==> src/i2c_master_byte_transfer_core_defines.svh <==
// Assertion macros shared by the I2C byte-transfer engine.
`ifndef I2C_MASTER_BYTE_TRANSFER_CORE_DEFINES_SVH
`define I2C_MASTER_BYTE_TRANSFER_CORE_DEFINES_SVH

// The consequent must hold in the same cycle as the antecedent.
`define I2CMBT_ASSERT_SAME(name, clk, rst, ante, cons, msg) \
  name: assert property (@(posedge clk) disable iff (rst) (ante) |-> (cons)) else $error(msg);

// The consequent must hold in the cycle after the antecedent.
`define I2CMBT_ASSERT_NEXT(name, clk, rst, ante, cons, msg) \
  name: assert property (@(posedge clk) disable iff (rst) (ante) |=> (cons)) else $error(msg);

`endif

==> src/i2cmbt_pkg.sv <==
`default_nettype none

package i2cmbt_pkg;

  // Input item kinds.
  localparam logic [1:0] KIND_TICK        = 2'd0;
  localparam logic [1:0] KIND_LOAD        = 2'd1;
  localparam logic [1:0] KIND_START_WRITE = 2'd2;
  localparam logic [1:0] KIND_START_READ  = 2'd3;

  // Status codes.
  localparam logic [1:0] STATUS_IDLE  = 2'd0;
  localparam logic [1:0] STATUS_BUSY  = 2'd1;
  localparam logic [1:0] STATUS_DONE  = 2'd2;
  localparam logic [1:0] STATUS_ABORT = 2'd3;

  // Bits per byte on the bus and the largest transfer length.
  localparam logic [3:0] BITS_PER_BYTE = 4'd8;
  localparam logic [4:0] MAX_COUNT     = 5'd16;

  // Reset value of the quarter period register.
  localparam logic [15:0] QUARTER_RESET = 16'd250;

  typedef struct packed {
    logic [1:0] kind;
    logic       sda_in;
    logic [7:0] data_byte;
    logic [3:0] buffer_index;
    logic [6:0] target_address;
    logic [4:0] byte_count;
  } i2cmbt_in_t;

  typedef struct packed {
    logic       scl_release;
    logic       sda_release;
    logic [7:0] read_byte;
    logic       read_valid;
    logic       read_last;
    logic [1:0] status;
  } i2cmbt_out_t;

  // Write buffer access from the sequencer; eight-bit indices cover a depth of up to 256.
  typedef struct packed {
    logic       wr_en;
    logic [7:0] wr_index;
    logic [7:0] wr_data;
    logic [7:0] rd_index;
  } i2cmbt_buf_req_t;

endpackage

`default_nettype wire

==> src/i2cmbt_wbuf.sv <==
`default_nettype none

module i2cmbt_wbuf #(
  parameter int BUFFER_DEPTH = 16
) (
  input  wire logic                        clk,
  input  wire i2cmbt_pkg::i2cmbt_buf_req_t req,
  output logic [7:0]                       rd_data
);
  import i2cmbt_pkg::*;

  localparam int AW = (BUFFER_DEPTH > 1) ? $clog2(BUFFER_DEPTH) : 1;

  logic [7:0]    mem [BUFFER_DEPTH];
  logic [AW-1:0] wr_addr;
  logic [AW-1:0] rd_addr;

  assign wr_addr = req.wr_index[AW-1:0];
  assign rd_addr = req.rd_index[AW-1:0];

  // Write port.
  always_ff @(posedge clk) begin
    if (req.wr_en) begin
      mem[wr_addr] <= req.wr_data;
    end
  end

  // Registered read, forwarding a write to the same slot in the same cycle.
  always_ff @(posedge clk) begin
    if (req.wr_en && (wr_addr == rd_addr)) begin
      rd_data <= req.wr_data;
    end else begin
      rd_data <= mem[rd_addr];
    end
  end

endmodule

`default_nettype wire

==> src/i2cmbt_seq.sv <==
`default_nettype none
`include "i2c_master_byte_transfer_core_defines.svh"

module i2cmbt_seq #(
  parameter int BUFFER_DEPTH = 16
) (
  input  wire logic                         clk,
  input  wire logic                         rst,
  input  wire logic                         cfg_write_enable,
  input  wire logic [15:0]                  cfg_write_data,
  input  wire logic                         process,
  input  wire i2cmbt_pkg::i2cmbt_in_t       item,
  input  wire logic [7:0]                   buf_rd_data,
  output i2cmbt_pkg::i2cmbt_buf_req_t       buf_req,
  output i2cmbt_pkg::i2cmbt_out_t          result
);
  import i2cmbt_pkg::*;

  localparam logic [8:0] DEPTH_W = 9'(BUFFER_DEPTH);

  typedef enum logic [23:0] {
    PH_IDLE  = 24'h000001,
    PH_DONE  = 24'h000002,
    PH_ABORT = 24'h000004,
    PH_ST0   = 24'h000008,
    PH_ST1   = 24'h000010,
    PH_PB0   = 24'h000020,
    PH_PB1   = 24'h000040,
    PH_PB2   = 24'h000080,
    PH_PB3   = 24'h000100,
    PH_AK0   = 24'h000200,
    PH_AK1   = 24'h000400,
    PH_AK2   = 24'h000800,
    PH_AK3   = 24'h001000,
    PH_RB0   = 24'h002000,
    PH_RB1   = 24'h004000,
    PH_RB2   = 24'h008000,
    PH_RB3   = 24'h010000,
    PH_MA0   = 24'h020000,
    PH_MA1   = 24'h040000,
    PH_MA2   = 24'h080000,
    PH_MA3   = 24'h100000,
    PH_SP0   = 24'h200000,
    PH_SP1   = 24'h400000,
    PH_SP2   = 24'h800000
  } phase_t;

  // Registered state.
  logic [15:0] quarter_period_ticks;
  phase_t      phase;
  logic [15:0] quarter_counter;
  logic [3:0]  bit_counter;
  logic [4:0]  byte_counter;
  logic [7:0]  shift_register;
  logic [4:0]  transfer_length;
  logic        read_mode;
  logic        scl_rel;
  logic        sda_rel;
  logic        addr_stage;

  // Next values.
  phase_t      phase_next;
  logic [15:0] quarter_counter_next;
  logic [3:0]  bit_counter_next;
  logic [4:0]  byte_counter_next;
  logic [7:0]  shift_register_next;
  logic [4:0]  transfer_length_next;
  logic        read_mode_next;
  logic        scl_rel_next;
  logic        sda_rel_next;
  logic        addr_stage_next;

  // Working signals of the step logic.
  logic        busy;
  logic        do_enter;
  logic        do_frame;
  phase_t      target;
  phase_t      successor;
  logic [15:0] reload;
  logic [4:0]  count_sat;
  logic [4:0]  rd_full;
  logic        rd_ok;
  logic [7:0]  rd_byte;
  logic [7:0]  out_byte;
  logic        out_valid;
  logic        out_last;
  logic [1:0]  status;

  assign busy   = !((phase == PH_IDLE) || (phase == PH_DONE) || (phase == PH_ABORT));
  assign reload = (quarter_period_ticks == 16'd0) ? 16'd1 : quarter_period_ticks;

  // The buffer slot needed when the next byte frame opens after an ACK.
  assign rd_full = addr_stage ? 5'd0 : (byte_counter + 5'd1);
  assign rd_ok   = ({4'd0, rd_full} < DEPTH_W);
  assign rd_byte = rd_ok ? buf_rd_data : 8'd0;

  // Buffer access: loads write at once, the read runs every cycle.
  always_comb begin
    buf_req.wr_en    = process && (item.kind == KIND_LOAD) &&
                       ({5'd0, item.buffer_index} < DEPTH_W);
    buf_req.wr_index = {4'd0, item.buffer_index};
    buf_req.wr_data  = item.data_byte;
    buf_req.rd_index = {3'd0, rd_full};
  end

  // Plain successor of each phase that simply moves on.
  always_comb begin
    case (phase)
      PH_ST0:  successor = PH_ST1;
      PH_ST1:  successor = PH_PB0;
      PH_PB0:  successor = PH_PB1;
      PH_PB1:  successor = PH_PB2;
      PH_PB2:  successor = PH_PB3;
      PH_AK0:  successor = PH_AK1;
      PH_AK1:  successor = PH_AK2;
      PH_AK2:  successor = PH_AK3;
      PH_RB0:  successor = PH_RB1;
      PH_RB1:  successor = PH_RB2;
      PH_RB2:  successor = PH_RB3;
      PH_MA0:  successor = PH_MA1;
      PH_MA1:  successor = PH_MA2;
      PH_MA2:  successor = PH_MA3;
      PH_SP0:  successor = PH_SP1;
      PH_SP1:  successor = PH_SP2;
      default: successor = PH_IDLE;
    endcase
  end

  // Requested length, capped at 16 bytes and, for writes, at the buffer depth.
  always_comb begin
    count_sat = (item.byte_count > MAX_COUNT) ? MAX_COUNT : item.byte_count;
    if ((item.kind == KIND_START_WRITE) && ({4'd0, count_sat} > DEPTH_W)) begin
      count_sat = DEPTH_W[4:0];
    end
  end

  // One step of the sequencer for the item in the input register.
  always_comb begin
    phase_next           = phase;
    quarter_counter_next = quarter_counter;
    bit_counter_next     = bit_counter;
    byte_counter_next    = byte_counter;
    shift_register_next  = shift_register;
    transfer_length_next = transfer_length;
    read_mode_next       = read_mode;
    scl_rel_next         = scl_rel;
    sda_rel_next         = sda_rel;
    addr_stage_next      = addr_stage;
    do_enter             = 1'b0;
    do_frame             = 1'b0;
    target               = PH_IDLE;
    out_byte             = 8'd0;
    out_valid            = 1'b0;
    out_last             = 1'b0;

    // Decide which phase to enter, if any.
    case (item.kind)
      KIND_TICK: begin
        if (busy) begin
          if (quarter_counter > 16'd1) begin
            quarter_counter_next = quarter_counter - 16'd1;
          end else begin
            case (phase)
              PH_PB3: begin
                bit_counter_next = bit_counter + 4'd1;
                target   = (bit_counter_next < BITS_PER_BYTE) ? PH_PB0 : PH_AK0;
                do_enter = 1'b1;
              end
              PH_AK3: begin
                if (addr_stage) begin
                  addr_stage_next   = 1'b0;
                  byte_counter_next = 5'd0;
                end else begin
                  byte_counter_next = byte_counter + 5'd1;
                end
                do_frame = 1'b1;
              end
              PH_RB3: begin
                target   = (bit_counter < BITS_PER_BYTE) ? PH_RB0 : PH_MA0;
                do_enter = 1'b1;
              end
              PH_MA3: begin
                byte_counter_next = byte_counter + 5'd1;
                do_frame          = 1'b1;
              end
              PH_SP2: begin
                phase_next           = PH_DONE;
                quarter_counter_next = 16'd0;
                scl_rel_next         = 1'b1;
                sda_rel_next         = 1'b1;
              end
              default: begin
                target   = successor;
                do_enter = 1'b1;
              end
            endcase
          end
        end
      end
      KIND_START_WRITE, KIND_START_READ: begin
        if (!busy) begin
          read_mode_next       = (item.kind == KIND_START_READ);
          transfer_length_next = count_sat;
          shift_register_next  = {item.target_address, read_mode_next};
          bit_counter_next     = 4'd0;
          byte_counter_next    = 5'd0;
          addr_stage_next      = 1'b1;
          scl_rel_next         = 1'b1;
          sda_rel_next         = 1'b1;
          target               = PH_ST0;
          do_enter             = 1'b1;
        end
      end
      default: begin
      end
    endcase

    // Open the next byte frame, or stop when all bytes are through.
    if (do_frame) begin
      do_enter = 1'b1;
      if (byte_counter_next >= transfer_length) begin
        target = PH_SP0;
      end else if (read_mode) begin
        bit_counter_next    = 4'd0;
        shift_register_next = 8'd0;
        target              = PH_RB0;
      end else begin
        bit_counter_next    = 4'd0;
        shift_register_next = rd_byte;
        target              = PH_PB0;
      end
    end

    // Line action taken on entry to a phase.
    if (do_enter) begin
      phase_next           = target;
      quarter_counter_next = reload;
      case (target)
        PH_ST0: sda_rel_next = 1'b0;
        PH_ST1: scl_rel_next = 1'b0;
        PH_PB0: begin
          scl_rel_next        = 1'b0;
          sda_rel_next        = shift_register_next[7];
          shift_register_next = {shift_register_next[6:0], 1'b0};
        end
        PH_PB1: scl_rel_next = 1'b1;
        PH_PB3: scl_rel_next = 1'b0;
        PH_AK0: sda_rel_next = 1'b1;
        PH_AK1: scl_rel_next = 1'b1;
        PH_AK2: begin
          if (item.sda_in) begin
            phase_next   = PH_ABORT;
            scl_rel_next = 1'b1;
            sda_rel_next = 1'b1;
          end
        end
        PH_AK3: scl_rel_next = 1'b0;
        PH_RB0: sda_rel_next = 1'b1;
        PH_RB1: scl_rel_next = 1'b1;
        PH_RB2: begin
          shift_register_next = {shift_register_next[6:0], item.sda_in};
          bit_counter_next    = bit_counter_next + 4'd1;
          if (bit_counter_next >= BITS_PER_BYTE) begin
            out_byte  = shift_register_next;
            out_valid = 1'b1;
            out_last  = ((byte_counter_next + 5'd1) == transfer_length_next);
          end
        end
        PH_RB3: scl_rel_next = 1'b0;
        PH_MA0: sda_rel_next = ((byte_counter_next + 5'd1) == transfer_length_next);
        PH_MA1: scl_rel_next = 1'b1;
        PH_MA3: scl_rel_next = 1'b0;
        PH_SP0: sda_rel_next = 1'b0;
        PH_SP1: scl_rel_next = 1'b1;
        PH_SP2: sda_rel_next = 1'b1;
        default: begin
        end
      endcase
    end
  end

  // Status follows the phase after the step.
  always_comb begin
    case (phase_next)
      PH_IDLE:  status = STATUS_IDLE;
      PH_DONE:  status = STATUS_DONE;
      PH_ABORT: status = STATUS_ABORT;
      default:  status = STATUS_BUSY;
    endcase
  end

  always_comb begin
    result.scl_release = scl_rel_next;
    result.sda_release = sda_rel_next;
    result.read_byte   = out_byte;
    result.read_valid  = out_valid;
    result.read_last   = out_last;
    result.status      = status;
  end

  // Configuration register.
  always_ff @(posedge clk) begin
    if (rst) begin
      quarter_period_ticks <= QUARTER_RESET;
    end else if (cfg_write_enable) begin
      quarter_period_ticks <= cfg_write_data;
    end
  end

  // Sequencer state advances only when an item is processed.
  always_ff @(posedge clk) begin
    if (rst) begin
      phase           <= PH_IDLE;
      quarter_counter <= 16'd0;
      bit_counter     <= 4'd0;
      byte_counter    <= 5'd0;
      shift_register  <= 8'd0;
      transfer_length <= 5'd0;
      read_mode       <= 1'b0;
      scl_rel         <= 1'b1;
      sda_rel         <= 1'b1;
      addr_stage      <= 1'b0;
    end else if (process) begin
      phase           <= phase_next;
      quarter_counter <= quarter_counter_next;
      bit_counter     <= bit_counter_next;
      byte_counter    <= byte_counter_next;
      shift_register  <= shift_register_next;
      transfer_length <= transfer_length_next;
      read_mode       <= read_mode_next;
      scl_rel         <= scl_rel_next;
      sda_rel         <= sda_rel_next;
      addr_stage      <= addr_stage_next;
    end
  end

  // A tick inside a quarter only counts down and leaves the phase alone.
  `I2CMBT_ASSERT_NEXT(a_quarter_countdown, clk, rst, process && (item.kind == KIND_TICK) && busy && (quarter_counter > 16'd1), (quarter_counter == $past(quarter_counter) - 16'd1) && (phase == $past(phase)), "quarter countdown changed more than the counter")

  // A received byte is reported only when the SDA sample phase is entered.
  `I2CMBT_ASSERT_SAME(a_read_in_sample, clk, rst, process && result.read_valid, (phase_next == PH_RB2) && read_mode, "read byte reported outside a read sample")

  // An abort leaves both lines released.
  `I2CMBT_ASSERT_SAME(a_abort_released, clk, rst, process && (phase_next == PH_ABORT) && (phase != PH_ABORT), result.scl_release && result.sda_release, "abort left a line driven")

endmodule

`default_nettype wire

==> src/i2c_master_byte_transfer_core.sv <==
// I2C master byte-transfer engine.
// Input channel in_valid/in_stall/in_data carries one item per transaction: a time
// tick with the sampled SDA level, a write-buffer load, or a write or read start.
// Output channel out_valid/out_stall/out_data returns exactly one result per item:
// the SCL and SDA release levels after the item, a received byte with its valid
// and last flags, and the status. cfg_write_enable/cfg_write_data set the number
// of ticks per quarter of the bus bit period (zero acts as one).
// Path: an item is held in the input register, then the sequencer step writes its
// result into the result register.
// Throughput: one item per cycle while out_stall is low; the sequencer step is one
// pass of logic between the input register and the result register.
// Reset (synchronous, rst high) idles the engine with both lines released and the
// quarter period at 250; the write buffer is not cleared.
// When the receiver stalls, the result register holds and the input register still
// takes one more item; after that in_stall rises until the result moves on.
module i2c_master_byte_transfer_core #(
  parameter int BUFFER_DEPTH = 16
) (
  input  wire logic                   clk,
  input  wire logic                   rst,
  input  wire logic                   cfg_write_enable,
  input  wire logic [15:0]            cfg_write_data,
  input  wire logic                   in_valid,
  output logic                        in_stall,
  input  wire i2cmbt_pkg::i2cmbt_in_t in_data,
  output logic                        out_valid,
  input  wire logic                   out_stall,
  output i2cmbt_pkg::i2cmbt_out_t     out_data
);
  import i2cmbt_pkg::*;

`include "i2c_master_byte_transfer_core_defines.svh"

  logic            in_q_valid;
  i2cmbt_in_t      in_q;
  logic            advance;
  i2cmbt_out_t     result;
  i2cmbt_buf_req_t buf_req;
  logic [7:0]      buf_rd_data;

  // The held item moves on when the result register is free or being emptied.
  assign advance  = in_q_valid && (!out_valid || !out_stall);
  assign in_stall = in_q_valid && !advance;

  // Input register.
  always_ff @(posedge clk) begin
    if (rst) begin
      in_q_valid <= 1'b0;
    end else if (in_valid && !in_stall) begin
      in_q_valid <= 1'b1;
    end else if (advance) begin
      in_q_valid <= 1'b0;
    end
  end

  always_ff @(posedge clk) begin
    if (in_valid && !in_stall) begin
      in_q <= in_data;
    end
  end

  // Result register.
  always_ff @(posedge clk) begin
    if (rst) begin
      out_valid <= 1'b0;
    end else if (advance) begin
      out_valid <= 1'b1;
    end else if (!out_stall) begin
      out_valid <= 1'b0;
    end
  end

  always_ff @(posedge clk) begin
    if (advance) begin
      out_data <= result;
    end
  end

  i2cmbt_seq #(
    .BUFFER_DEPTH(BUFFER_DEPTH)
  ) u_seq (
    .clk              (clk),
    .rst              (rst),
    .cfg_write_enable (cfg_write_enable),
    .cfg_write_data   (cfg_write_data),
    .process          (advance),
    .item             (in_q),
    .buf_rd_data      (buf_rd_data),
    .buf_req          (buf_req),
    .result           (result)
  );

  i2cmbt_wbuf #(
    .BUFFER_DEPTH(BUFFER_DEPTH)
  ) u_wbuf (
    .clk     (clk),
    .req     (buf_req),
    .rd_data (buf_rd_data)
  );

  // A processed item always lands in the result register.
  `I2CMBT_ASSERT_NEXT(a_result_loaded, clk, rst, advance, out_valid, "processed item produced no result")

  // An item held back in the input register is neither lost nor altered.
  `I2CMBT_ASSERT_NEXT(a_item_held, clk, rst, in_q_valid && !advance, in_q_valid && $stable(in_q), "held input item was lost")

  // A loaded result that is not taken is not overwritten.
  `I2CMBT_ASSERT_SAME(a_no_overwrite, clk, rst, out_valid && out_stall, !advance, "result overwritten while stalled")

endmodule

`default_nettype wire
==> config.mk <==
export PLATFORM = sky130hd
export DESIGN_NAME = i2c_master_byte_transfer_core
export DESIGN_NICKNAME = d
export VERILOG_FILES = /design/src/i2cmbt_pkg.sv /design/src/i2cmbt_wbuf.sv /design/src/i2cmbt_seq.sv /design/src/i2c_master_byte_transfer_core.sv
export VERILOG_INCLUDE_DIRS = /design/src /design/src/src
export SDC_FILE = /design/constraint.sdc
export NUM_CORES = 1
export LEC_CHECK = 0
export ABC_AREA = 1
export BUFFER_PORTS_ARGS = -buffer_cell sky130_fd_sc_hd__buf_2
export CORE_MARGIN = 10
export CORE_UTILIZATION = 45
export CTS_CLUSTER_DIAMETER = 200
export DETAILED_ROUTE_END_ITERATION = 10
export PLACE_DENSITY = 0.72
export SLEW_MARGIN = 20
export SYNTH_ARGS = -nofsm -noshare
export SYNTH_HDL_FRONTEND = slang
export SYNTH_SLANG_ARGS = --single-unit
export TNS_END_PERCENT = 20
==> constraint.sdc <==
create_clock -name clk -period 4 [get_ports clk]
set_input_delay 0.4 -clock clk [delete_from_list [all_inputs] [get_ports clk]]
set_output_delay 0.4 -clock clk [all_outputs]
set_load 0.02 [all_outputs]
* Word level (Yosys, flattened, before mapping) *
Memory sizes are Yosys's and may differ from the RTL's. A register that Yosys moved wholly into a read port is not among the register bits.
Cells that the tools add are included.
W data, S select, Z words.

word-level totals
  flip-flop bits (word level) = 125
  latch bits = 0
  RAM bits = 128
  memory bits (read-only) = 0
  word-level logic and storage cells = 215
  memories = 1

memory list
  memory      words  width  rd ports  clocked after memory_dff  wr ports  line               RTL
  u_wbuf.mem  16     8      1         1                         1         i2cmbt_wbuf.sv:14  logic [7:0] mem [BUFFER_DEPTH];

cells by class
  $add $sub $neg = 5
  multiply operators = 0
  divide/modulo/power cells = 0
  $lt $le $gt $ge = 8
  eq/ne operators = 56
  shifts and indexed selects = 0
  multiplexer cells = 90
  bitwise gates (word level) = 0
  reduce and logical (&&, ||, !) cells = 30

operators by type and width
  cell                    number
  $pmux W24 S16           1
  $mux W24                11
  $mux W16                6
  $pmux W24 S3            1
  $mux W8                 7
  $eq A24 B1 Y1 const B   2
  $eq A24 B10 Y1 const B  2
  $eq A24 B11 Y1 const B  2
  $eq A24 B12 Y1 const B  2
  $eq A24 B13 Y1 const B  2
  $eq A24 B14 Y1 const B  2
  $eq A24 B15 Y1 const B  2
  $eq A24 B16 Y1 const B  2
  $eq A24 B17 Y1 const B  2
  $eq A24 B18 Y1 const B  2
  $eq A24 B19 Y1 const B  2
  $eq A24 B2 Y1 const B   2
  $eq A24 B21 Y1 const B  2
  $eq A24 B22 Y1 const B  2
  $eq A24 B23 Y1 const B  2
  $eq A24 B24 Y1 const B  2
  $eq A24 B3 Y1 const B   2
  $eq A24 B4 Y1 const B   2
  $eq A24 B5 Y1 const B   2
  48 further kinds        125

* Longest topological paths before layout *
Gate-level depths: netlist (run 1).

  word-level depth = 14
  gate-level depth with buffers = 26
  mapped depth without buffers = 26

* Hierarchy *
Synthesis (run 1) repeated with hierarchy kept, for this count alone.

second synthesis, totals
  cell total of the unflattened synthesis = 1628
  area, all modules = 13576.8 µm²

modules (own cells, without submodules)
  module                         instances  cells an instance  area each (µm²)  seq. area each (µm²)
  i2cmbt_seq                     1          1026               6562.5           1641.6
  i2cmbt_wbuf                    1          549                5691.7           3923.8
  i2c_master_byte_transfer_core  1          53                 1322.5           1271.2

* Worst setup path before layout (run 1) *
Ideal clock, no wire load.

  kind = reg2reg
  start = register u_seq.quarter_counter[0]
  end = register out_data[10] (netlist name), data pin
  setup time = 0.257 ns
  arrival time = 3.143 ns
  data required time = 3.743 ns
  slack = 0.601 ns
  stages on the path, launching flop included = 23
  buffers on the path = 0
  period minus slack after synthesis = 3.399 ns
  cells stage by stage = dfxtp_1 > inv_1 > ha_1 > nand2_2 > nor2_2 > nor2_1 > nor2_4 > nand2_2 > nor2_1 > nand4_1 > nand2_1 > ha_1 > nand2_1 > o311ai_1 > nor2_1 > inv_1 > o21ai_1 > a21oi_4 > nand2_1 > nor2_1 > nand3_1 > nand3_2 > nor2_1

on the way
  word-level cells in the longest chain between the ends = 10

ends and longest elaborated chain
  what                                line                                 RTL
  start: declaration                  i2cmbt_seq.sv:51                     logic [15:0] quarter_counter;
  start signal: assignment            i2cmbt_seq.sv:325                    quarter_counter <= quarter_counter_next;
  $gt A16 B1 Y1 (*)                   i2cmbt_seq.sv:160                    if (quarter_counter > 16'd1) begin
  $mux W5 (*)                         i2cmbt_seq.sv:160
  $mux W5 (*)                         i2cmbt_seq.sv:159                    if (busy) begin
  $pmux W5 S2 (*)                     i2cmbt_seq.sv:157                    case (item.kind)
  via u_seq.byte_counter_next[2]      i2cmbt_seq.sv:65                     logic [4:0] byte_counter_next;
  $ge A5 B5 Y1 (*)                    i2cmbt_seq.sv:221                    if (byte_counter_next >= transfer_length) begin
  $mux W4                             i2cmbt_seq.sv:221
  $mux W4                             i2cmbt_seq.sv:219                    if (do_frame) begin
  $add A4 B1 Y4                       i2cmbt_seq.sv:262                    bit_counter_next = bit_counter_next + 4'd1;
  $ge A4 B4 Y1                        i2cmbt_seq.sv:263                    if (bit_counter_next >= BITS_PER_BYTE) begin
  $reduce_and A3 Y1 (no source line)  n/a
  end signal: assignment              i2c_master_byte_transfer_core.sv:75  out_data <= result;
  end: declaration                    i2c_master_byte_transfer_core.sv:28  output i2cmbt_pkg::i2cmbt_out_t out_data

Mark *: on every way through the listed nets, which the timed path passes. The rest lies on a longest branch.
A chain may end at the register's enable or synchronous reset.

==> results.toml, run 1 <==
[timing]
finalSetupViolations = 0
final_cycle_utilization_of_the_critical_path = 0.950
slew_headroom = 0.268
max_freq_mhz = 263
fin_ws_ns = 0.200
timing_max_transition_violations_final = 0
tightest_pin_transition_ns = 1.10
worst_clock_skew_ns = 0.00972
timing.final.crit_period_ns = 3.80
final-hold-violation-count = 0
rsz0062_at_grt = "yes"

[global_route]
number_of_global_route_vias_before_repair = 10000
grt_max_degree = 63
number_of_antenna_violations_at_the_first_check_in_global_routing = 0
grt_first_pass_wirelength_um = 54600
grt_util_all_layers = 0.188
global_route.overflow_total = 0

[worst_setup_path]
critical-path-slowest-cell = "o311ai_4"
path_cells = "inv_1 > ha_2 > nand2_2 > a21oi_1 > nand2_1 > nor2_2 > nand3_2 > nand3_1 > nand2_1 > ha_1 > nand2_1 > o311ai_4 > nor2_1 > nand2_1 > nand3_1 > nor2_1 > nand2_1 > a21oi_1 > nand4_1"
crit_path_frequent_cell = "nand2_1"
crit_arrival_ns = 4.09
cpPeakStageDelay_ns = 0.34
critPathBufInv = 1
start_kind = "flop"
worstPathMaxFanout = 10
criticalPathCategory = "reg -> reg"
crit_family = "simple AND/OR/NAND/NOR gates"
setup.worst_path.end_class = "flop"
worst_ep_required_time_ns = 4.29

[clocking]
clkSlewWorstSetupHoldPaths_ns = 0.06
clkLatencyLatePin_ns = 0.55
clk_root_buffer_cell = "clkbuf_16"
cts_tree = "done"
clock_tree.htree_level_count = 1
cts_buffer_depth = 3
clock_sink_count = 257
cts_buffers = 27

[synth]
synth_top_area_share = 0.396
synth_cell_type_count = 51
synth_largest_area_cell = "edfxtp_1"
synth.cell_area_sq_um = 12800
async_reset_ff_frac = 0
synthesis.nets = 1518
synthesis.area_per_instance_sq_um = 8.78
yosys-top-cells-area = "edfxtp_1 (40%), dfxtp_1 (14%), nand2_1 (7.1%), inv_1 (5.2%), o21ai_0 (4.9%)"
synth_edf_count = 169
synth_seq_area_share = 0.533
ys_dominant_reg_cell = "edfxtp_1"
netlist_instances = 1459
synth.ff_latch_count = 257
ys_warn_count = 0

[power_and_ir_drop]
vdd_ir_drop_max_v = 0.000404
clkPwrFrac = 0.385
cell_internal_pwr_mw = 4.70
power.share.switching = 0.285
power.net_switching_mw = 1.87
pwr-share-comb = 0.157
power_leakage_nw = 6.13
share_of_power_burned_in_registers = 0.458
pwr_density_cell_nw_per_um2 = 448

[finish]
final_util = 0.526
share_of_final_layout_standard_cells_stronger_than_drive_strength_1 = 0.128
area_growth_syn_to_layout_pct = 14.6
antenna_cells_inserted = 0
nFillCells = 2548
finish.net_count = 1595
final_cell_area_sq_um = 14700

[placed_design]
detailed_place_hpwl_um = 24000
port_buffers = 63
place_ws_ns = -0.0139
postPlaceCellArea_sq_um = 13600
gp_congestion = 0.968

[floorplan]
dieArea_sq_um = 35600
core_area_sq_um = 27900
floorplan.initialDensity = 0.459
die-width_um = 189
core.rowCount = 61
dieHeight_um = 189
io_pins = 64

[detailed_routing]
drtAntennaViolNets = 0
detail_route.vias_per_cell = 5.43
routed_wire_length_per_instance_um = 17.7
drt_iter0_markers = 1067
detail_route.wirelength_um = 34300
vias = 10500
detailedRoute.firstPassIterationCount = 5
drt_drc_violations_left = 0

[min_path]
min-delay-path-class = "in -> reg"

[status]
run_status = "complete, no violations"

[run]
cap_viol_max_count = 0
==> power groups by stage <==
| stage | registers (mW) | logic, mW | clock network, mW |
|---|---|---|---|
| 2_1_floorplan | 3.03 | 0.732 | 0 |
| 3_3_place_gp | 3.06 | 0.981 | 0 |
| 3_5_place_dp | 3.07 | 0.992 | 0 |
| 4_1_cts | 3.01 | 1.01 | 2.56 |
| 5_1_grt | 3.02 | 1.15 | 2.68 |
| 6_report | 3.01 | 1.03 | 2.53 |
==> metrics by stage <==
step / total power, mW / hold WS [ns] / setup TNS (ns) / cells
6_report: 6.58 / 0.0215 / 0 / 1935
4_1_cts: 6.58 / 0.000517 / 0 / 1930
2_1_floorplan: 3.76 / 0.434 / 0 / 1459
5_1_grt: 6.86 / 0.00301 / -0.166 / 1935
3_3_place_gp: 4.04 / 0.450 / 0 / 1867
3_5_place_dp: 4.06 / 0.459 / -0.0216 / 1867
==> Yosys cell counts (4+ instances only) <==
library cell / number
nor2_4: 6
edfxtp_1: 169
mux2i_1: 32
ha_1: 11
inv_2: 11
inv_1: 177
o22ai_1: 4
a31oi_1: 11
nor4_1: 7
nor2_1: 152
o21ai_0: 125
o211ai_1: 46
nor3_1: 18
a21oi_1: 100
nand4_1: 28
nand2_2: 13
xnor2_1: 9
buf_2: 10
nand2_4: 4
nand3_1: 80
dfxtp_1: 88
o21ai_1: 14
clkbuf_1: 38
nand3_2: 4
nor2_2: 16
xor2_1: 9
nand2_1: 241
==> cells in the final DEF (no fill, tap or decap), types with 23 or more instances in the layout <==
| cell type | count |
|---|---|
| nand2_1 | 241 |
| inv_1 | 176 |
| edfxtp_1 | 169 |
| nor2_1 | 150 |
| o21ai_0 | 122 |
| a21oi_1 | 100 |
| dfxtp_1 | 87 |
| nand3_1 | 78 |
| buf_2 | 63 |
| o211ai_1 | 46 |
| mux2i_1 | 32 |
| nand4_1 | 28 |
| clkbuf_16 | 27 |
| buf_4 | 23 |
==> routing by layer <==
layer / GRT usage / share of wire / up-vias
li1: - / - / 5143
met5: 0 / 0 / -
met3: 0.0342 / 0.067 / 63
met2: 0.318 / 0.48 / 355
met4: 0.0482 / 0.025 / 0
met1: 0.241 / 0.42 / 4940
==> cell families (layout without fill, tap and decap cells) <==
group,count (synthesis),in the layout,synth area share
simple gates,578,579,0.205
compound gates,318,318,0.140
flops,257,257,0.533
buf+inv,245,342,0.0740
mux,32,32,0.0250
xor+xnor,18,18,0.0123
fa+ha+maj,11,11,0.0107
==> state kept, by name, indices dropped and copies added (netlist names), 5 cells and up, named ones only <==
| register | flops |
|---|---|
| u_wbuf.mem | 128 |
| in_q | 27 |
| u_seq.phase | 24 |
| u_seq.quarter_counter | 16 |
| u_seq.quarter_period_ticks | 16 |
| out_data | 14 |
| u_seq.shift_register | 8 |
| u_seq.byte_counter | 5 |
| u_seq.transfer_length | 5 |
==> path summary, 6_finish.rpt <==
path                                          from                                     to  slack, ns  cells after the start
min reg2reg  u_seq.transfer_length[2]$_SDFFE_PP0P_  u_seq.transfer_length[2]$_SDFFE_PP0P_       0.46                      2
min                                    in_data[25]                     in_q[25]$_DFFE_PP_       0.02                      1
max          u_seq.quarter_counter[0]$_SDFFE_PP0P_                  out_data[0]$_DFFE_PP_       0.20                     19
max reg2reg  u_seq.quarter_counter[0]$_SDFFE_PP0P_                  out_data[0]$_DFFE_PP_       0.20                     19
==> repair_timing <==
action | in CTS | in global routing
endpoints found under the setup margin | 9 | 25
pin swaps | 0 | 5
resized for setup | 1 | 14
hold endpoints to repair | 13 | 0
buffers inserted | 0 | 4
hold buffers | 13 | 0
cloned | 0 | 1
==> cell type report <==
| type | count | area, sq um | area share |
|---|---|---|---|
| clock buffer | 32 | 694 | 0.0473 |
| clock inverter | 18 | 190 | 0.0129 |
| inverter | 192 | 722 | 0.0492 |
| multi-input combinational | 958 | 5130 | 0.349 |
| sequential | 257 | 6840 | 0.466 |
| tap | 378 | 473 | 0.0322 |
| timing repair buffer | 100 | 638 | 0.0434 |
Power figures use the tool's default switching activity.
==> inputs of run 2 (changes only) <==
ABC_AREA = default   (was 1)
==> results.toml, run 2 <==
[synth]
synth.ff_latch_count = 257
synth_cell_type_count = 74
netlist_instances = 1022
yosys-top-cells-area = "edfxtp_1 (43%), dfxtp_1 (15%), mux4_2 (7.6%), nor2_1 (4.1%), nand2_1 (3.1%)"
async_reset_ff_frac = 0
ys_warn_count = 0
synth_edf_count = 169
synth_top_area_share = 0.426
synth.cell_area_sq_um = 11900
yosys-top-cells-count = "edfxtp_1 (169), nor2_1 (130), nand2_1 (99), dfxtp_1 (88), a21oi_1 (59)"
synth_largest_area_cell = "edfxtp_1"
synthesis.area_per_instance_sq_um = 11.7
synth_seq_area_share = 0.574
most_repeated_cell_in_the_gate_level_netlist_after_synthesis = "edfxtp_1"
ys_dominant_reg_cell = "edfxtp_1"
synthesis.nets = 1081

[floorplan]
dieHeight_um = 183
io_pins = 64
core_area_sq_um = 26100
core.rowCount = 59
floorplan.initialDensity = 0.457
dieArea_sq_um = 33400
die-width_um = 183

[worst_setup_path]
path_cells = "or4_4 > or4_4 > or4_4 > a21oi_4 > buf_4 > buf_4 > o21ai_2 > ha_1 > nand2_1 > o21a_1 > nand2_2 > nand4_1 > buf_4 > or3_4 > a311oi_2"
critical-path-slowest-cell = "or4_4"
cpPeakStageDelay_ns = 0.53
reg_to_reg_startpoint = "u_seq.quarter_counter[12]$_SDFFE_PP0P_"
start_kind = "flop"
critPathBufInv = 3
crit_arrival_ns = 4.55
crit_path_start = "u_seq.quarter_counter[12]$_SDFFE_PP0P_"
crit_family = "simple AND/OR/NAND/NOR gates"
setup.worst_path.end_class = "flop"
worst_ep_required_time_ns = 4.47
worstPathMaxFanout = 6
criticalPathCategory = "reg -> reg"

[timing]
rsz0062_at_grt = "yes"
tightest_pin_transition_ns = 0.916
slew_headroom = 0.388
max_freq_mhz = 245
setup_tns_ns = -0.599
fin_ws_ns = -0.0860
timing_max_transition_violations_final = 0
timing.final.crit_period_ns = 4.09
final-hold-violation-count = 0
final_cycle_utilization_of_the_critical_path = 1.02
finalSetupViolations = 14
worst_clock_skew_ns = 0.0140

[detailed_routing]
detailedRoute.firstPassIterationCount = 5
drt_drc_violations_left = 0
detail_route.vias_per_cell = 5.75
detail_route.wirelength_um = 29200
drt_iter0_markers = 658
routed_wire_length_per_instance_um = 19.4
vias = 8654
drtAntennaViolNets = 0

[placed_design]
gp_congestion = 0.974
dpl.cell_count = 1445
postPlaceCellArea_sq_um = 13100
detailed_place_hpwl_um = 20500
place_ws_ns = -0.377
port_buffers = 63

[power_and_ir_drop]
totalPowerFinal_mw = 6.24
vdd_ir_drop_max_v = 0.000373
power_leakage_nw = 5.10
pwr_density_cell_nw_per_um2 = 440

[global_route]
grt_util_all_layers = 0.171
gr-usage-met2 = 0.269
grt_use_met3 = 0.0274
global_route.overflow_total = 0
use_met1 = 0.241
number_of_antenna_violations_at_the_first_check_in_global_routing = 0
grt_first_pass_wirelength_um = 47000
number_of_global_route_vias_before_repair = 8590
grt_max_degree = 49
grt_busiest_layer = "met2"

[min_path]
holdCritStartpoint = "in_data[24]"
min-delay-path-class = "in -> reg"

[clocking]
cts_tree = "done"
cts_buffer_depth = 3
clock_sink_count = 257
clkLatencyLatePin_ns = 0.56
clock_tree.htree_level_count = 1
clkSlewWorstSetupHoldPaths_ns = 0.07
clk_root_buffer_cell = "clkbuf_16"
cts.hold.buffers_added = 0
cts_buffers = 27

[status]
violations = "negative setup slack"
run_status = "finished with violations"

[finish]
top_register = "u_wbuf.mem"
multi_input_logic_area_sq_um = 4980
finish.net_count = 1208
layout_commonest_cell = "edfxtp_1"
final_cells = 1505
final_cell_area_sq_um = 14200
largestRegisters = "u_wbuf.mem (128), in_q (27), u_seq.phase (24)"
nFillCells = 2189
antenna_cells_inserted = 0
final_cell_mix = "edfxtp_1 (169), nor2_1 (128), nand2_1 (97)"
area_growth_syn_to_layout_pct = 19.0
layout.area.seq_sq_um = 6840
largest_register_ffs = 128
share_of_final_layout_standard_cells_stronger_than_drive_strength_1 = 0.254

[run]
cap_viol_max_count = 0
run 2: cell count changes after synthesis, moves of 13 or more:
cell,delta
o21ai_0,-99
o21ai_1,-13
nor2_1,-22
mux4_2,+40
inv_1,-158
nor3_1,+29
a211oi_1,+14
nand3_1,-52
o211ai_1,-41
a21oi_1,-41
nor2_2,-15
nor4_1,+14
nand2_1,-142
run 2: kinds of logic after synthesis:
group	Yosys count	synth area share
compound gates	149	0.0785
xor+xnor	17	0.0131
fa+ha+maj	11	0.0115
buf+inv	70	0.0255
flops	257	0.574
mux	87	0.116
simple gates	431	0.181
run 2: layout make-up:
cell class / count / share of cell area
sequential: 257 / 0.482
tap: 335 / 0.0295
clock inverter: 20 / 0.0142
inverter: 20 / 0.00547
clock buffer: 30 / 0.0484
multi-input combinational: 695 / 0.351
timing repair buffer: 148 / 0.0690
run 2: per-layer routing:
metal / wire length, um / vias up
li1: - / 4108
met5: 0 / -
met3: 1930 / 50
met2: 13400 / 302
met1: 13200 / 4194
met4: 610 / 0
run 2: path summary, 6_finish.rpt:
path	to	slack, ns	depth (start not counted)
max	u_seq.bit_counter[3]$_SDFFE_PP0P_	-0.09	15
min	in_q[24]$_DFFE_PP_	0.02	1
max reg2reg	u_seq.bit_counter[3]$_SDFFE_PP0P_	-0.09	15
min reg2reg	u_seq.transfer_length[3]$_SDFFE_PP0P_	0.47	2
run 2: through the flow:
stage | util | hold WS (ns)
global route | 0.544 | 0.0000753
floorplan | - | 0.431
detailed placement | 0.502 | 0.460
CTS | 0.541 | 0.000697
global placement | 0.502 | 0.456
finish | 0.544 | 0.0170
run 2: repair_timing:
item,CTS,global route
pin swaps,11,14
buffers inserted,7,3
setup endpoints to repair,30,29
resized for setup,15,17
run 2: where the power goes:
part           leakage, nW  switching, mW  internal (mW)
Clock                0.435           1.06           1.44
Sequential            2.26         0.0907           2.90
Combinational         2.41          0.397          0.352
==> inputs of run 3 (changes only) <==
CORE_UTILIZATION = 61   (was 45)
MAX_ROUTING_LAYER = met4   (was default)
PLACE_DENSITY = 0.9   (was 0.72)
==> results.toml, run 3 (same netlist as run 2, synthesis figures left out) <==
[detailed_routing]
drt_iter0_markers = 1404
detailedRoute.firstPassIterationCount = 5
detail_route.wirelength_um = 34200
drt_drc_violations_left = 0
drtAntennaViolNets = 0
vias = 9612
detail_route.vias_per_cell = 6.70
routed_wire_length_per_instance_um = 23.9

[placed_design]
place_ws_ns = -0.325
detailed_place_hpwl_um = 21400
gp_congestion = 1.00
port_buffers = 63
dpl.cell_count = 1374

[timing]
tightest_pin_transition_ns = 0.857
timing_max_transition_violations_final = 0
finalSetupViolations = 29
worst_clock_skew_ns = 0.0158
final_cycle_utilization_of_the_critical_path = 1.08
final-hold-violation-count = 0
max_freq_mhz = 232
timing.final.crit_period_ns = 4.31
rsz0062_at_grt = "yes"
fin_ws_ns = -0.307
slew_headroom = 0.427
setup_tns_ns = -4.81

[finish]
area_growth_syn_to_layout_pct = 19.3
layout_commonest_cell = "edfxtp_1"
antenna_cells_inserted = 0
largestRegisters = "u_wbuf.mem (128), in_q (27), u_seq.phase (24)"
final_cells = 1434
share_of_final_layout_standard_cells_stronger_than_drive_strength_1 = 0.263
finish.net_count = 1208
top_register = "u_wbuf.mem"
final_cell_mix = "edfxtp_1 (169), nor2_1 (123), nand2_1 (96)"
largest_register_ffs = 128

[floorplan]
dieArea_sq_um = 25500
io_pins = 64
die-width_um = 160
floorplan.initialDensity = 0.617
dieHeight_um = 160
core_area_sq_um = 19300
core.rowCount = 51

[min_path]
holdCritStartpoint = "in_data[2]"
hold-path-endpoint = "in_q[2]$_DFFE_PP_"
min-delay-path-class = "in -> reg"
hold-path-cell-count = 1

[worst_setup_path]
cell_depth_of_the_worst_flop_to_flop_path = 16
cpPeakStageDelay_ns = 0.54
r2r_end = "u_seq.sda_rel$_SDFFE_PP1P_"
reg2reg_setup_slack_ns = -0.31
setup.worst_path.end_class = "flop"
worst_ep_required_time_ns = 4.47
critPathBufInv = 2
criticalPathCategory = "reg -> reg"
crit_family = "simple AND/OR/NAND/NOR gates"
worstPathMaxFanout = 5
reg_to_reg_startpoint = "u_seq.quarter_counter[12]$_SDFFE_PP0P_"
crit_arrival_ns = 4.77
path_cells = "or4_4 > or4_4 > or4_4 > a21oi_4 > mux2_4 > inv_4 > ha_4 > a21o_1 > a21oi_4 > o21ai_2 > nor2_4 > buf_6 > mux2_4 > mux2i_2 > a211oi_2 > a41oi_1"
crit_path_frequent_cell = "or4_4"
critical-path-slowest-cell = "or4_4"
start_kind = "flop"

[clocking]
clkSlewWorstSetupHoldPaths_ns = 0.06
clock_tree.htree_level_count = 1
cts_tree = "done"
clock_sink_count = 257
cts_buffer_depth = 3
clk_root_buffer_cell = "clkbuf_16"
cts_buffers = 26
clkLatencyLatePin_ns = 0.55

[power_and_ir_drop]
pwr_density_cell_nw_per_um2 = 455
totalPowerFinal_mw = 6.47
vdd_ir_drop_max_v = 0.000438
power_leakage_nw = 5.14

[global_route]
grt_first_pass_wirelength_um = 53600
number_of_global_route_vias_before_repair = 9581
global_route.overflow_total = 0
grt_use_met3 = 0.0622
grt_max_degree = 49
use_met1 = 0.327
gr-usage-met2 = 0.411
grt_util_all_layers = 0.267
grt_busiest_layer = "met2"
number_of_antenna_violations_at_the_first_check_in_global_routing = 0

[status]
violations = "negative setup slack"
run_status = "finished with violations"

[run]
cap_viol_max_count = 0
-- run 3: report_power, final --
| part | switching, mW | internal (mW) | total, mW |
|---|---|---|---|
| Sequential | 0.103 | 2.90 | 3.00 |
| Clock | 1.05 | 1.62 | 2.67 |
| Combinational | 0.447 | 0.360 | 0.807 |
| Total | 1.60 | 4.88 | 6.47 |
-- run 3: what timing repair did --
| item | in CTS | in global routing |
|---|---|---|
| buffers inserted | 8 | 4 |
| setup endpoints to repair | 30 | 30 |
| hold buffers | 0 | 0 |
| pin swaps | 15 | 15 |
| gates resized for setup | 24 | 28 |
-- run 3: how the worst max path moves through the flow --
stage,start,to,cells after the start
2_1_floorplan,u_seq.quarter_counter[11]$_SDFFE_PP0P_,out_data[12]$_DFFE_PP_,16
3_3_place_gp,u_seq.quarter_counter[12]$_SDFFE_PP0P_,out_data[12]$_DFFE_PP_,15
3_5_place_dp,u_seq.quarter_counter[12]$_SDFFE_PP0P_,u_seq.shift_register[4]$_SDFFE_PP0P_,16
4_1_cts,u_seq.quarter_counter[12]$_SDFFE_PP0P_,u_seq.shift_register[4]$_SDFFE_PP0P_,16
5_1_grt,u_seq.quarter_counter[12]$_SDFFE_PP0P_,u_seq.sda_rel$_SDFFE_PP1P_,16
6_report,u_seq.quarter_counter[12]$_SDFFE_PP0P_,u_seq.sda_rel$_SDFFE_PP1P_,16
-- run 3: routing by layer --
layer	up-vias	wire length, um
met3	241	3860
met2	767	15800
li1	4105	-
met4	0	2030
met5	-	0
met1	4499	12600
-- run 3: final cells by class --
| type | instances | area [sq um] |
|---|---|---|
| clock buffers | 32 | 693 |
| clock inverters | 16 | 241 |
| fillers | 1196 | 5120 |
| inverters | 20 | 77.6 |
| multi-input cells | 695 | 5020 |
| flip-flops and latches | 257 | 6840 |
| well taps | 265 | 332 |
| repair buffers | 149 | 1020 |
-- run 3: per-stage QoR --
step | util | hold slack [ns] | area, sq um
3_3_place_gp | 0.671 | 0.454 | 13000
6_report | 0.735 | 0.0273 | 14200
5_1_grt | 0.735 | 0.0222 | 14200
3_5_place_dp | 0.671 | 0.480 | 13000
2_1_floorplan | - | 0.431 | 12000
4_1_cts | 0.727 | 0.0229 | 14100
